==> src/sv/dgpg_pkg.sv <==
package dgpg_pkg;

  // Default coordinate width of the gradient registers.
  localparam int COORD_BITS_DEFAULT = 11;

  // Configuration port.
  localparam int CFG_DATA_W  = 24;
  localparam int CFG_INDEX_W = 3;

  // Stream payloads.
  localparam int ROW_W      = 10;
  localparam int COL_W      = 10;
  localparam int S_TDATA_W  = 24;
  localparam int M_TDATA_W  = 8;
  localparam int LEVEL_W    = 2;
  localparam int CHAN_W     = 8;
  localparam int NUM_CHAN   = 3;
  localparam int COLOR_W    = CHAN_W * NUM_CHAN;

  // |band - top| * row magnitude: 255 * 1023 stays below 2**18.
  localparam int PROD_W = 18;

  // Register reset values, cut down to the register widths in the core.
  localparam logic [31:0] BAND_ROW_RESET       = 32'd2047;
  localparam logic [31:0] VIRTUAL_HEIGHT_RESET = 32'd228;

  typedef enum logic [CFG_INDEX_W-1:0] {
    REG_TOP_COLOR      = 3'd0,
    REG_BAND_COLOR     = 3'd1,
    REG_HORIZON_COLOR  = 3'd2,
    REG_BAND_ROW       = 3'd3,
    REG_VIRTUAL_TOP    = 3'd4,
    REG_VIRTUAL_HEIGHT = 3'd5
  } cfg_reg_t;

  typedef logic [CHAN_W-1:0]  chan_t;
  typedef logic [LEVEL_W-1:0] level_t;

  // Standard 4x4 Bayer matrix, indexed [row mod 4][column mod 4].
  localparam logic [3:0] BAYER4 [4][4] = '{
    '{4'd0,  4'd8,  4'd2,  4'd10},
    '{4'd12, 4'd4,  4'd14, 4'd6},
    '{4'd3,  4'd11, 4'd1,  4'd9},
    '{4'd15, 4'd7,  4'd13, 4'd5}
  };

  // Dither threshold on the 0..254 remainder scale: index * 255 / 16.
  function automatic chan_t dither_threshold(input logic [1:0] r, input logic [1:0] c);
    logic [3:0]  idx;
    logic [11:0] scaled;
    idx    = BAYER4[r][c];
    scaled = {idx, 8'd0} - {8'd0, idx};
    return scaled[11:4];
  endfunction

  // Reduce an 8-bit channel to a 2-bit level: c * 3 / 255, rounded up when
  // the remainder passes the threshold and the level is not already full.
  function automatic level_t dither_level(input chan_t c, input chan_t thr);
    logic [9:0] scaled;
    logic [9:0] rem;
    level_t     lvl;
    logic       bump;
    scaled = {2'b00, c} + {1'b0, c, 1'b0};
    if (scaled >= 10'd765) begin
      lvl = 2'd3;
      rem = '0;
    end else if (scaled >= 10'd510) begin
      lvl = 2'd2;
      rem = scaled - 10'd510;
    end else if (scaled >= 10'd255) begin
      lvl = 2'd1;
      rem = scaled - 10'd255;
    end else begin
      lvl = 2'd0;
      rem = scaled;
    end
    bump = (lvl != 2'd3) && (rem > {2'b00, thr});
    return lvl + {1'b0, bump};
  endfunction

endpackage

==> src/sv/dithered_gradient_pixel_generator_core.sv <==
// Dithered gradient pixel generator. Each transfer on the slave stream carries one pixel
// position (row of the painted area, column) and yields exactly one transfer on the master
// stream with that pixel's red, green and blue levels, each 0 to 3. The colour follows a
// vertical gradient from top_color to band_color at band_row and on to horizon_color at the
// bottom of the virtual span that starts at virtual_top and is virtual_height rows tall;
// each channel is then ordered-dithered with a 4x4 Bayer matrix picked by row and column
// mod 4. The core is a 26-stage pipeline that takes one pixel every clock while the
// master side does not stall. Most of those stages form the 18-stage restoring divider
// that works one quotient bit per stage on all three channels at once. A stall on the
// master side holds the pipeline and fills its bubbles, so the slave side keeps taking
// pixels as long as any stage is empty. Configuration registers are written through
// cfg_wr_en, cfg_index and cfg_data and must only change while no pixel is in flight.
// Register indexes: 0 top_color, 1 band_color, 2 horizon_color, 3 band_row,
// 4 virtual_top, 5 virtual_height; other indexes are ignored.
module dithered_gradient_pixel_generator_core #(
  parameter int COORD_BITS = dgpg_pkg::COORD_BITS_DEFAULT
) (
  input  logic                             clk,
  input  logic                             rst,
  // Configuration write port.
  input  logic                             cfg_wr_en,
  input  logic [dgpg_pkg::CFG_INDEX_W-1:0] cfg_index,
  input  logic [dgpg_pkg::CFG_DATA_W-1:0]  cfg_data,
  // Pixel positions in.
  input  logic                             s_tvalid,
  output logic                             s_tready,
  input  logic [dgpg_pkg::S_TDATA_W-1:0]   s_tdata,   // row [9:0], column [19:10], zero [23:20]
  // Pixel levels out.
  output logic                             m_tvalid,
  input  logic                             m_tready,
  output logic [dgpg_pkg::M_TDATA_W-1:0]   m_tdata    // red [1:0], green [3:2], blue [5:4], zero [7:6]
);

  import dgpg_pkg::*;

  // Signed width for all coordinate arithmetic; wide enough that nothing wraps and that
  // a 10-bit row stays positive.
  localparam int CW          = COORD_BITS + 4;
  localparam int DIV_STAGES  = PROD_W;

  localparam logic [COORD_BITS:0]   BandRowRst = BAND_ROW_RESET[COORD_BITS:0];
  localparam logic [COORD_BITS-1:0] VirtHeightRst = VIRTUAL_HEIGHT_RESET[COORD_BITS-1:0];
  localparam logic [COORD_BITS-1:0] DenOne = {{(COORD_BITS-1){1'b0}}, 1'b1};

  // ---------------------------------------------------------------------------------------
  // Configuration registers.
  // ---------------------------------------------------------------------------------------
  logic [COLOR_W-1:0]    top_color;
  logic [COLOR_W-1:0]    band_color;
  logic [COLOR_W-1:0]    horizon_color;
  logic [COORD_BITS:0]   band_row;
  logic [COORD_BITS-1:0] virtual_top;
  logic [COORD_BITS-1:0] virtual_height;

  always_ff @(posedge clk) begin
    if (rst) begin
      top_color      <= '0;
      band_color     <= '0;
      horizon_color  <= '0;
      band_row       <= BandRowRst;
      virtual_top    <= '0;
      virtual_height <= VirtHeightRst;
    end else if (cfg_wr_en) begin
      case (cfg_reg_t'(cfg_index))
        REG_TOP_COLOR:      top_color      <= cfg_data[COLOR_W-1:0];
        REG_BAND_COLOR:     band_color     <= cfg_data[COLOR_W-1:0];
        REG_HORIZON_COLOR:  horizon_color  <= cfg_data[COLOR_W-1:0];
        REG_BAND_ROW:       band_row       <= cfg_data[COORD_BITS:0];
        REG_VIRTUAL_TOP:    virtual_top    <= cfg_data[COORD_BITS-1:0];
        REG_VIRTUAL_HEIGHT: virtual_height <= cfg_data[COORD_BITS-1:0];
        default: ;
      endcase
    end
  end

  // Registers widened to the common signed coordinate width, read directly by every stage.
  // The user must keep them stable while any pixel is in flight; the core does not enforce it.
  logic signed [CW-1:0] vt_ext;
  logic signed [CW-1:0] vh_ext;
  logic signed [CW-1:0] band_ext;

  assign vt_ext   = {{(CW-COORD_BITS){virtual_top[COORD_BITS-1]}}, virtual_top};
  assign vh_ext   = {{(CW-COORD_BITS){1'b0}}, virtual_height};
  assign band_ext = {{(CW-COORD_BITS-1){band_row[COORD_BITS]}}, band_row};

  // ---------------------------------------------------------------------------------------
  // Pipeline registers and stage enables. A stage loads whenever it is empty or the stage
  // after it loads, so a stall only holds stages that carry a pixel.
  // ---------------------------------------------------------------------------------------
  logic                 s1_valid, s2_valid, s3_valid, s4_valid, s5_valid, c_valid;
  logic                 en1, en2, en3, en4, en5, en_c, en_out;
  logic [DIV_STAGES:0]  dv_en;

  logic [ROW_W-1:0]     s1_row, s2_row, s3_row;
  logic [1:0]           s1_col, s2_col, s3_col;
  logic signed [CW-1:0] s1_vbot, s2_vbot;
  logic signed [CW-1:0] s2_band;
  logic signed [CW-1:0] s3_upper, s3_lower;

  chan_t                s4_thr;
  logic                 s4_lower_br;
  logic [ROW_W-1:0]     s4_num;
  logic [COORD_BITS-1:0] s4_den;

  chan_t                s5_thr;
  logic [ROW_W-1:0]     s5_num;
  logic [COORD_BITS-1:0] s5_den;
  chan_t [NUM_CHAN-1:0] s5_a;
  logic [NUM_CHAN-1:0]  s5_neg;
  chan_t [NUM_CHAN-1:0] s5_dmag;

  // Divider stages: index 0 holds the products, index i has i quotient bits done.
  logic                                  dv_valid [DIV_STAGES+1];
  chan_t                                 dv_thr   [DIV_STAGES+1];
  logic [COORD_BITS-1:0]                 dv_den   [DIV_STAGES+1];
  chan_t [NUM_CHAN-1:0]                  dv_a     [DIV_STAGES+1];
  logic [NUM_CHAN-1:0]                   dv_neg   [DIV_STAGES+1];
  logic [NUM_CHAN-1:0][PROD_W-1:0]       dv_n     [DIV_STAGES+1];
  logic [NUM_CHAN-1:0][COORD_BITS-1:0]   dv_rem   [DIV_STAGES+1];
  logic [NUM_CHAN-1:0][PROD_W-1:0]       dv_q     [DIV_STAGES+1];

  chan_t                c_thr;
  chan_t [NUM_CHAN-1:0] c_chan;

  assign en_out   = !m_tvalid || m_tready;
  assign en_c     = !c_valid || en_out;
  assign dv_en[DIV_STAGES] = !dv_valid[DIV_STAGES] || en_c;
  assign en5      = !s5_valid || dv_en[0];
  assign en4      = !s4_valid || en5;
  assign en3      = !s3_valid || en4;
  assign en2      = !s2_valid || en3;
  assign en1      = !s1_valid || en2;
  assign s_tready = en1;

  // ---------------------------------------------------------------------------------------
  // Stage 1: take the pixel and form the bottom row of the virtual span.
  // ---------------------------------------------------------------------------------------
  always_ff @(posedge clk) begin
    if (rst) begin
      s1_valid <= 1'b0;
    end else if (en1) begin
      s1_valid <= s_tvalid;
    end
  end

  always_ff @(posedge clk) begin
    if (en1) begin
      s1_row  <= s_tdata[ROW_W-1:0];
      s1_col  <= s_tdata[ROW_W +: 2];
      s1_vbot <= vt_ext + vh_ext - CW'(1);
    end
  end

  // ---------------------------------------------------------------------------------------
  // Stage 2: clamp the band row to the bottom first, then to the top. With an empty span
  // the bottom lies above the top and the band lands on the top row.
  // ---------------------------------------------------------------------------------------
  logic signed [CW-1:0] band_lim;
  logic signed [CW-1:0] band_clamp;

  always_comb begin
    band_lim   = (band_ext > s1_vbot) ? s1_vbot : band_ext;
    band_clamp = (band_lim < vt_ext) ? vt_ext : band_lim;
  end

  always_ff @(posedge clk) begin
    if (rst) begin
      s2_valid <= 1'b0;
    end else if (en2) begin
      s2_valid <= s1_valid;
    end
  end

  always_ff @(posedge clk) begin
    if (en2) begin
      s2_row  <= s1_row;
      s2_col  <= s1_col;
      s2_vbot <= s1_vbot;
      s2_band <= band_clamp;
    end
  end

  // ---------------------------------------------------------------------------------------
  // Stage 3: lengths of the upper and lower spans. The lower one is negative for an
  // empty span.
  // ---------------------------------------------------------------------------------------
  always_ff @(posedge clk) begin
    if (rst) begin
      s3_valid <= 1'b0;
    end else if (en3) begin
      s3_valid <= s2_valid;
    end
  end

  always_ff @(posedge clk) begin
    if (en3) begin
      s3_row   <= s2_row;
      s3_col   <= s2_col;
      s3_upper <= s2_band - vt_ext;
      s3_lower <= s2_vbot - s2_band;
    end
  end

  // ---------------------------------------------------------------------------------------
  // Stage 4: pick the half of the gradient. The virtual row lies at or above the band
  // exactly when the painted row is at most the upper span. Spans that are not positive
  // divide by one.
  // ---------------------------------------------------------------------------------------
  logic signed [CW-1:0] row_ext;
  logic signed [CW-1:0] row_past;
  logic signed [CW-1:0] den_sel;
  logic                 lower_br;

  always_comb begin
    row_ext  = {{(CW-ROW_W){1'b0}}, s3_row};
    row_past = row_ext - s3_upper;
    lower_br = row_ext > s3_upper;
    den_sel  = lower_br ? s3_lower : s3_upper;
  end

  always_ff @(posedge clk) begin
    if (rst) begin
      s4_valid <= 1'b0;
    end else if (en4) begin
      s4_valid <= s3_valid;
    end
  end

  always_ff @(posedge clk) begin
    if (en4) begin
      s4_thr      <= dither_threshold(s3_row[1:0], s3_col);
      s4_lower_br <= lower_br;
      s4_num      <= lower_br ? row_past[ROW_W-1:0] : s3_row;
      s4_den      <= (!den_sel[CW-1] && (den_sel != '0)) ? den_sel[COORD_BITS-1:0] : DenOne;
    end
  end

  // ---------------------------------------------------------------------------------------
  // Stage 5: end colours of the chosen half and the per-channel step, kept as sign and
  // magnitude for the unsigned divider. Red sits in the top byte.
  // ---------------------------------------------------------------------------------------
  logic [COLOR_W-1:0]   from_color;
  logic [COLOR_W-1:0]   to_color;
  chan_t [NUM_CHAN-1:0] a_w;
  logic [NUM_CHAN-1:0]  neg_w;
  chan_t [NUM_CHAN-1:0] mag_w;

  always_comb begin
    logic [CHAN_W:0] diff;
    diff       = '0;
    from_color = s4_lower_br ? band_color : top_color;
    to_color   = s4_lower_br ? horizon_color : band_color;
    for (int k = 0; k < NUM_CHAN; k++) begin
      a_w[k]   = from_color[COLOR_W-CHAN_W*(k+1) +: CHAN_W];
      diff     = {1'b0, to_color[COLOR_W-CHAN_W*(k+1) +: CHAN_W]} - {1'b0, a_w[k]};
      neg_w[k] = diff[CHAN_W];
      mag_w[k] = diff[CHAN_W] ? chan_t'(~diff[CHAN_W-1:0] + 1'b1) : diff[CHAN_W-1:0];
    end
  end

  always_ff @(posedge clk) begin
    if (rst) begin
      s5_valid <= 1'b0;
    end else if (en5) begin
      s5_valid <= s4_valid;
    end
  end

  always_ff @(posedge clk) begin
    if (en5) begin
      s5_thr  <= s4_thr;
      s5_num  <= s4_num;
      s5_den  <= s4_den;
      s5_a    <= a_w;
      s5_neg  <= neg_w;
      s5_dmag <= mag_w;
    end
  end

  // ---------------------------------------------------------------------------------------
  // Stage 6 (divider entry): step magnitude times distance into the span.
  // ---------------------------------------------------------------------------------------
  always_ff @(posedge clk) begin
    if (rst) begin
      dv_valid[0] <= 1'b0;
    end else if (dv_en[0]) begin
      dv_valid[0] <= s5_valid;
    end
  end

  always_ff @(posedge clk) begin
    if (dv_en[0]) begin
      dv_thr[0] <= s5_thr;
      dv_den[0] <= s5_den;
      dv_a[0]   <= s5_a;
      dv_neg[0] <= s5_neg;
      for (int k = 0; k < NUM_CHAN; k++) begin
        dv_n[0][k]   <= {{(PROD_W-CHAN_W){1'b0}}, s5_dmag[k]} *
                        {{(PROD_W-ROW_W){1'b0}}, s5_num};
        dv_rem[0][k] <= '0;
        dv_q[0][k]   <= '0;
      end
    end
  end

  // ---------------------------------------------------------------------------------------
  // Restoring divider: each stage shifts in the next dividend bit and subtracts the
  // divisor when it fits, producing one quotient bit per channel.
  // ---------------------------------------------------------------------------------------
  for (genvar i = 1; i <= DIV_STAGES; i++) begin : g_div
    logic [NUM_CHAN-1:0][COORD_BITS-1:0] rem_w;
    logic [NUM_CHAN-1:0]                 qbit_w;

    assign dv_en[i-1] = !dv_valid[i-1] || dv_en[i];

    always_comb begin
      logic [COORD_BITS:0] r_try;
      logic [COORD_BITS:0] r_sub;
      r_try = '0;
      r_sub = '0;
      for (int k = 0; k < NUM_CHAN; k++) begin
        r_try     = {dv_rem[i-1][k], dv_n[i-1][k][PROD_W-1]};
        r_sub     = r_try - {1'b0, dv_den[i-1]};
        qbit_w[k] = r_try >= {1'b0, dv_den[i-1]};
        rem_w[k]  = qbit_w[k] ? r_sub[COORD_BITS-1:0] : r_try[COORD_BITS-1:0];
      end
    end

    always_ff @(posedge clk) begin
      if (rst) begin
        dv_valid[i] <= 1'b0;
      end else if (dv_en[i]) begin
        dv_valid[i] <= dv_valid[i-1];
      end
    end

    always_ff @(posedge clk) begin
      if (dv_en[i]) begin
        dv_thr[i] <= dv_thr[i-1];
        dv_den[i] <= dv_den[i-1];
        dv_a[i]   <= dv_a[i-1];
        dv_neg[i] <= dv_neg[i-1];
        dv_rem[i] <= rem_w;
        for (int k = 0; k < NUM_CHAN; k++) begin
          dv_n[i][k] <= {dv_n[i-1][k][PROD_W-2:0], 1'b0};
          dv_q[i][k] <= {dv_q[i-1][k][PROD_W-2:0], qbit_w[k]};
        end
      end
    end
  end

  // ---------------------------------------------------------------------------------------
  // Stage C: apply the sign to the quotient (truncation toward zero) and add it to the
  // start colour. Only the low byte is kept, so rows past the span wrap.
  // ---------------------------------------------------------------------------------------
  chan_t [NUM_CHAN-1:0] chan_w;

  always_comb begin
    chan_t qlow;
    qlow = '0;
    for (int k = 0; k < NUM_CHAN; k++) begin
      qlow      = dv_q[DIV_STAGES][k][CHAN_W-1:0];
      chan_w[k] = dv_a[DIV_STAGES][k] + (dv_neg[DIV_STAGES][k] ? chan_t'(~qlow + 1'b1) : qlow);
    end
  end

  always_ff @(posedge clk) begin
    if (rst) begin
      c_valid <= 1'b0;
    end else if (en_c) begin
      c_valid <= dv_valid[DIV_STAGES];
    end
  end

  always_ff @(posedge clk) begin
    if (en_c) begin
      c_thr  <= dv_thr[DIV_STAGES];
      c_chan <= chan_w;
    end
  end

  // ---------------------------------------------------------------------------------------
  // Output stage: ordered dither to two bits per channel.
  // ---------------------------------------------------------------------------------------
  always_ff @(posedge clk) begin
    if (rst) begin
      m_tvalid <= 1'b0;
    end else if (en_out) begin
      m_tvalid <= c_valid;
    end
  end

  always_ff @(posedge clk) begin
    if (en_out) begin
      m_tdata <= {2'b00,
                  dither_level(c_chan[2], c_thr),
                  dither_level(c_chan[1], c_thr),
                  dither_level(c_chan[0], c_thr)};
    end
  end

  // ---------------------------------------------------------------------------------------
  // Assertions.
  // ---------------------------------------------------------------------------------------

  // With the output register empty every stage may load, so the core must take pixels.
  a_ready_when_out_empty: assert property (@(posedge clk) disable iff (rst)
    !m_tvalid |-> s_tready)
    else $error("slave side stalled while the output register is empty");

  // The band clamp keeps the band at or below the top, so the upper span never goes
  // negative.
  a_upper_nonneg: assert property (@(posedge clk) disable iff (rst)
    s3_valid |-> !s3_upper[CW-1])
    else $error("upper span negative after band clamp");

  // Empty spans are replaced by one before division.
  a_den_nonzero: assert property (@(posedge clk) disable iff (rst)
    dv_valid[0] |-> (dv_den[0] != '0))
    else $error("zero divisor entered the divider");

  // A finished division leaves a remainder below the divisor in every channel.
  a_rem_below_den: assert property (@(posedge clk) disable iff (rst)
    dv_valid[DIV_STAGES] |->
      (dv_rem[DIV_STAGES][0] < dv_den[DIV_STAGES]) &&
      (dv_rem[DIV_STAGES][1] < dv_den[DIV_STAGES]) &&
      (dv_rem[DIV_STAGES][2] < dv_den[DIV_STAGES]))
    else $error("divider remainder not below divisor");

endmodule
==> config.mk <==
export PLATFORM = sky130hd
export DESIGN_NAME = dithered_gradient_pixel_generator_core
export DESIGN_NICKNAME = d
export VERILOG_FILES = /design/src/sv/dgpg_pkg.sv /design/src/sv/dithered_gradient_pixel_generator_core.sv
export SDC_FILE = /design/constraint.sdc
export NUM_CORES = 2
export LEC_CHECK = 0
export ABC_AREA = 1
export BUFFER_PORTS_ARGS = -buffer_cell sky130_fd_sc_hd__buf_2
export CAP_MARGIN = 15
export CELL_PAD_IN_SITES_DETAIL_PLACEMENT = 1
export CELL_PAD_IN_SITES_GLOBAL_PLACEMENT = 2
export CORE_UTILIZATION = 45
export CTS_BUF_LIST = sky130_fd_sc_hd__clkbuf_8
export DETAILED_ROUTE_END_ITERATION = 10
export MAX_ROUTING_LAYER = met4
export PLACE_DENSITY_LB_ADDON = 0.1
export SETUP_SLACK_MARGIN = 0.02
export SLEW_MARGIN = 15
export SYNTH_ARGS = -nofsm -noshare
export SYNTH_HDL_FRONTEND = slang
export SYNTH_SLANG_ARGS = --single-unit
==> constraint.sdc <==
create_clock -name clk -period 18.91 [get_ports clk]
set_clock_uncertainty 0.2 [all_clocks]
set_input_delay 3.782 -clock clk [delete_from_list [all_inputs] [get_ports clk]]
set_output_delay 3.782 -clock clk [all_outputs]
set_load 0.02 [all_outputs]
==> results.cfg <==
[clock_tree]
tritoncts = done
cts_buffers = 411
htree_levels = 5
cts_root_buf = clkbuf_8
cts_resized = 0
clk_pin_slew_ns = 0.06
cts_hold_buf = 0
clock_latency_ns = 1.07
cts_sinks = 2411
cts_max_path_buffers = 4
postCtsSetupBuffers = 0

[setup_path]
cp-end-kind = primary output
required_ns = 14.93
path_class = in2out
crit_path_max_incr_delay_ns = 0.71
start_kind = input pin
cp.arrival_ns = 10.17
critPathBufInv = 7
slowest_stage = nand3_2
crit_family = simple AND/OR/NAND/NOR gates
path_cells = buf_2 -> inv_1 -> nand3_2 -> nor2_4 -> nand4_4 -> nor2_4 -> nand4_4 -> buf_4 -> nor2_4 -> nand4_4 -> buf_4 -> nor2_4 -> nand4_4 -> buf_4 -> nor2_4 -> nand4_4 -> nor2_4 -> nand4_2 -> buf_4 -> buf_2
crit_path_max_fanout = 59
path_common_cell = nor2_4

[timing]
hold_violations = 0
rsz0062_at_grt = no
final_max_slew_viol_count = 0
worst_pin_slew_ns = 1.055
holdWs_ns = 0.1725
fmax_ghz = 0.07067
slew_headroom_pct = 29.69
min_period_ns = 14.15
fin_crit_sh_pct = 74.83
fin_tns_setup_ns = 0
setup_viol = 0

[synthesis]
netlist_area_um2 = 116500
async_flop_share_pct = 0
postSynthCellCount = 9647
synth_edf_count = 2298
yosys-top-cells-area = edfxtp_1 59%, ha_1 9.5%, a21oi_1 4.4%
synth_largest_area_cell = edfxtp_1
synth-seq-area-share_pct = 61.18
netlist.area_leader.share_pct = 59.24
syn_avg_cell_area_um2 = 12.08
synth_cell_types = 57
ys.flop_type = edfxtp_1
synth_warnings = 0
yosys_register_bits = 2411

[finish]
fin_nets = 11140
drive_gt1_share_pct = 6.847
fin_area_um2 = 128500
instances_no_fill = 13660
area_growth_pct = 10.32
fillerInstances = 26750

[placement]
dp_hpwl_um = 216900
globalplace.congestion = 0.8615
portBuffers = 51
placed_cells = 12960
place_area_um2 = 120900

[routing]
postRouteAntennaNets = 0
drtIter0Drc = 3100
wire_per_inst_um = 20.57
vias_per_cell = 5.151
drc = 0
dr.pass1.iters = 5
via_count = 70360
wirelength_um = 281000

[floorplanning]
die_area_um2 = 260900
die_h_um = 510.8
num_rows = 186
ioPinCount = 66
die_w_um = 510.8
initial_utilization_pct = 45.30
coreArea_um2 = 257200

[hold_path]
hold_path.class = reg2reg

[global_routing]
grt_start_max_net_pins = 106
antenna_found_initial = 6
grt_pass1_vias = 75800
grt_pass1_wl_um = 430800
grt_use_total_pct = 22.10
overflow = 0

[job]
drv_cap = 0

[run_status]
status = finished, final reports clean
cells by family after synthesis:
logic type | share of synthesized area, %
multiplexers | 0.1321
buffers and inverters | 4.803
XOR/XNOR | 4.421
AND/OR/NAND/NOR | 7.591
flip-flops | 61.18
adder cells (fa/ha/maj) | 13.09
AO/OA/AOI/OAI | 8.780
other | 0.003219
layout by cell type (no fill, tap or decap), types with 10 or more instances in the layout:
cell type	n
buf_4	70
buf_2	51
o41ai_1	19
dfxtp_1	113
a31oi_1	43
xnor2_1	199
a211o_1	19
o31ai_1	36
nor2_1	879
o22ai_1	22
a21o_1	22
bufinv_16	19
a211oi_1	40
edfxtp_1	2298
o221ai_1	20
xor2_1	389
o21ai_0	441
clkinv_1	74
inv_4	10
o211ai_1	14
ha_1	889
a221oi_1	14
o21ai_1	22
nand2_1	1035
nor3_1	44
nand4_1	42
fa_1	206
nand3_1	147
clkbuf_8	433
inv_1	1380
mux2_2	11
o21bai_1	81
clkinv_2	50
a21oi_1	1030
final timing paths:
kind,start,endpoint,slack (ns),cells past startpoint
worst min register to register,dv_thr[2][7],dv_thr[3][7],0.17,0
worst max-delay path,m_tready,s_tready,4.76,20
worst min-delay path,dv_thr[2][7],dv_thr[3][7],0.17,0
worst max register to register,m_tvalid,dv_n[0][31],11.55,17
Yosys cell counts (all sizes together), types with 19 or more instances:
master	instances
edfxtp	2298
inv	1285
nand2	1044
a21oi	1032
ha	889
nor2	887
o21ai	466
xor2	389
fa	206
xnor2	199
clkbuf	183
nand3	149
dfxtp	113
o21bai	81
nand4	48
nor3	44
a31oi	43
a211oi	40
o31ai	36
a21o	22
o22ai	22
o221ai	20
a211o	19
o41ai	19
sequential cells by signal (all words and copies together), names as in the netlist, 57 cells and up:
signal / cells
dv_q: 108
dv_n: 513
dv_rem: 561
dv_den: 198
dv_thr: 133
dv_a: 456
dv_neg: 57
per-layer routing:
metal	global-route usage, %	part of all wire [%]	vias to the layer above
met2	41.15	54	892
met3	2.879	2.6	475
li1	-	-	34270
met5	-	0	-
met1	24.20	40	34730
met4	7.074	3.0	0
metrics by stage:
step / setup WS, ns / utilization [%]
finish: 4.761 / 49.97
global placement: 4.795 / 47.00
CTS: 4.528 / 49.95
detailed placement: 4.543 / 47.00
floorplan: 1.805 / -
global route: 4.153 / 49.97
layout make-up:
cell class	instances	area, µm²	share of cell area [%]
flip-flops and latches	2411	71270	55.46
multi-input cells	5752	39720	30.91
clock buffers	433	5959	4.637
inverters	1288	4860	3.782
well taps	3384	4234	3.295
clock inverters	261	1615	1.257
repair buffers	123	828.3	0.6445
diodes	8	20.02	0.01558
Power is left out: the tool's default activity adds up to more than one toggle a clock period on the data nets, which glitch-free logic cannot reach.
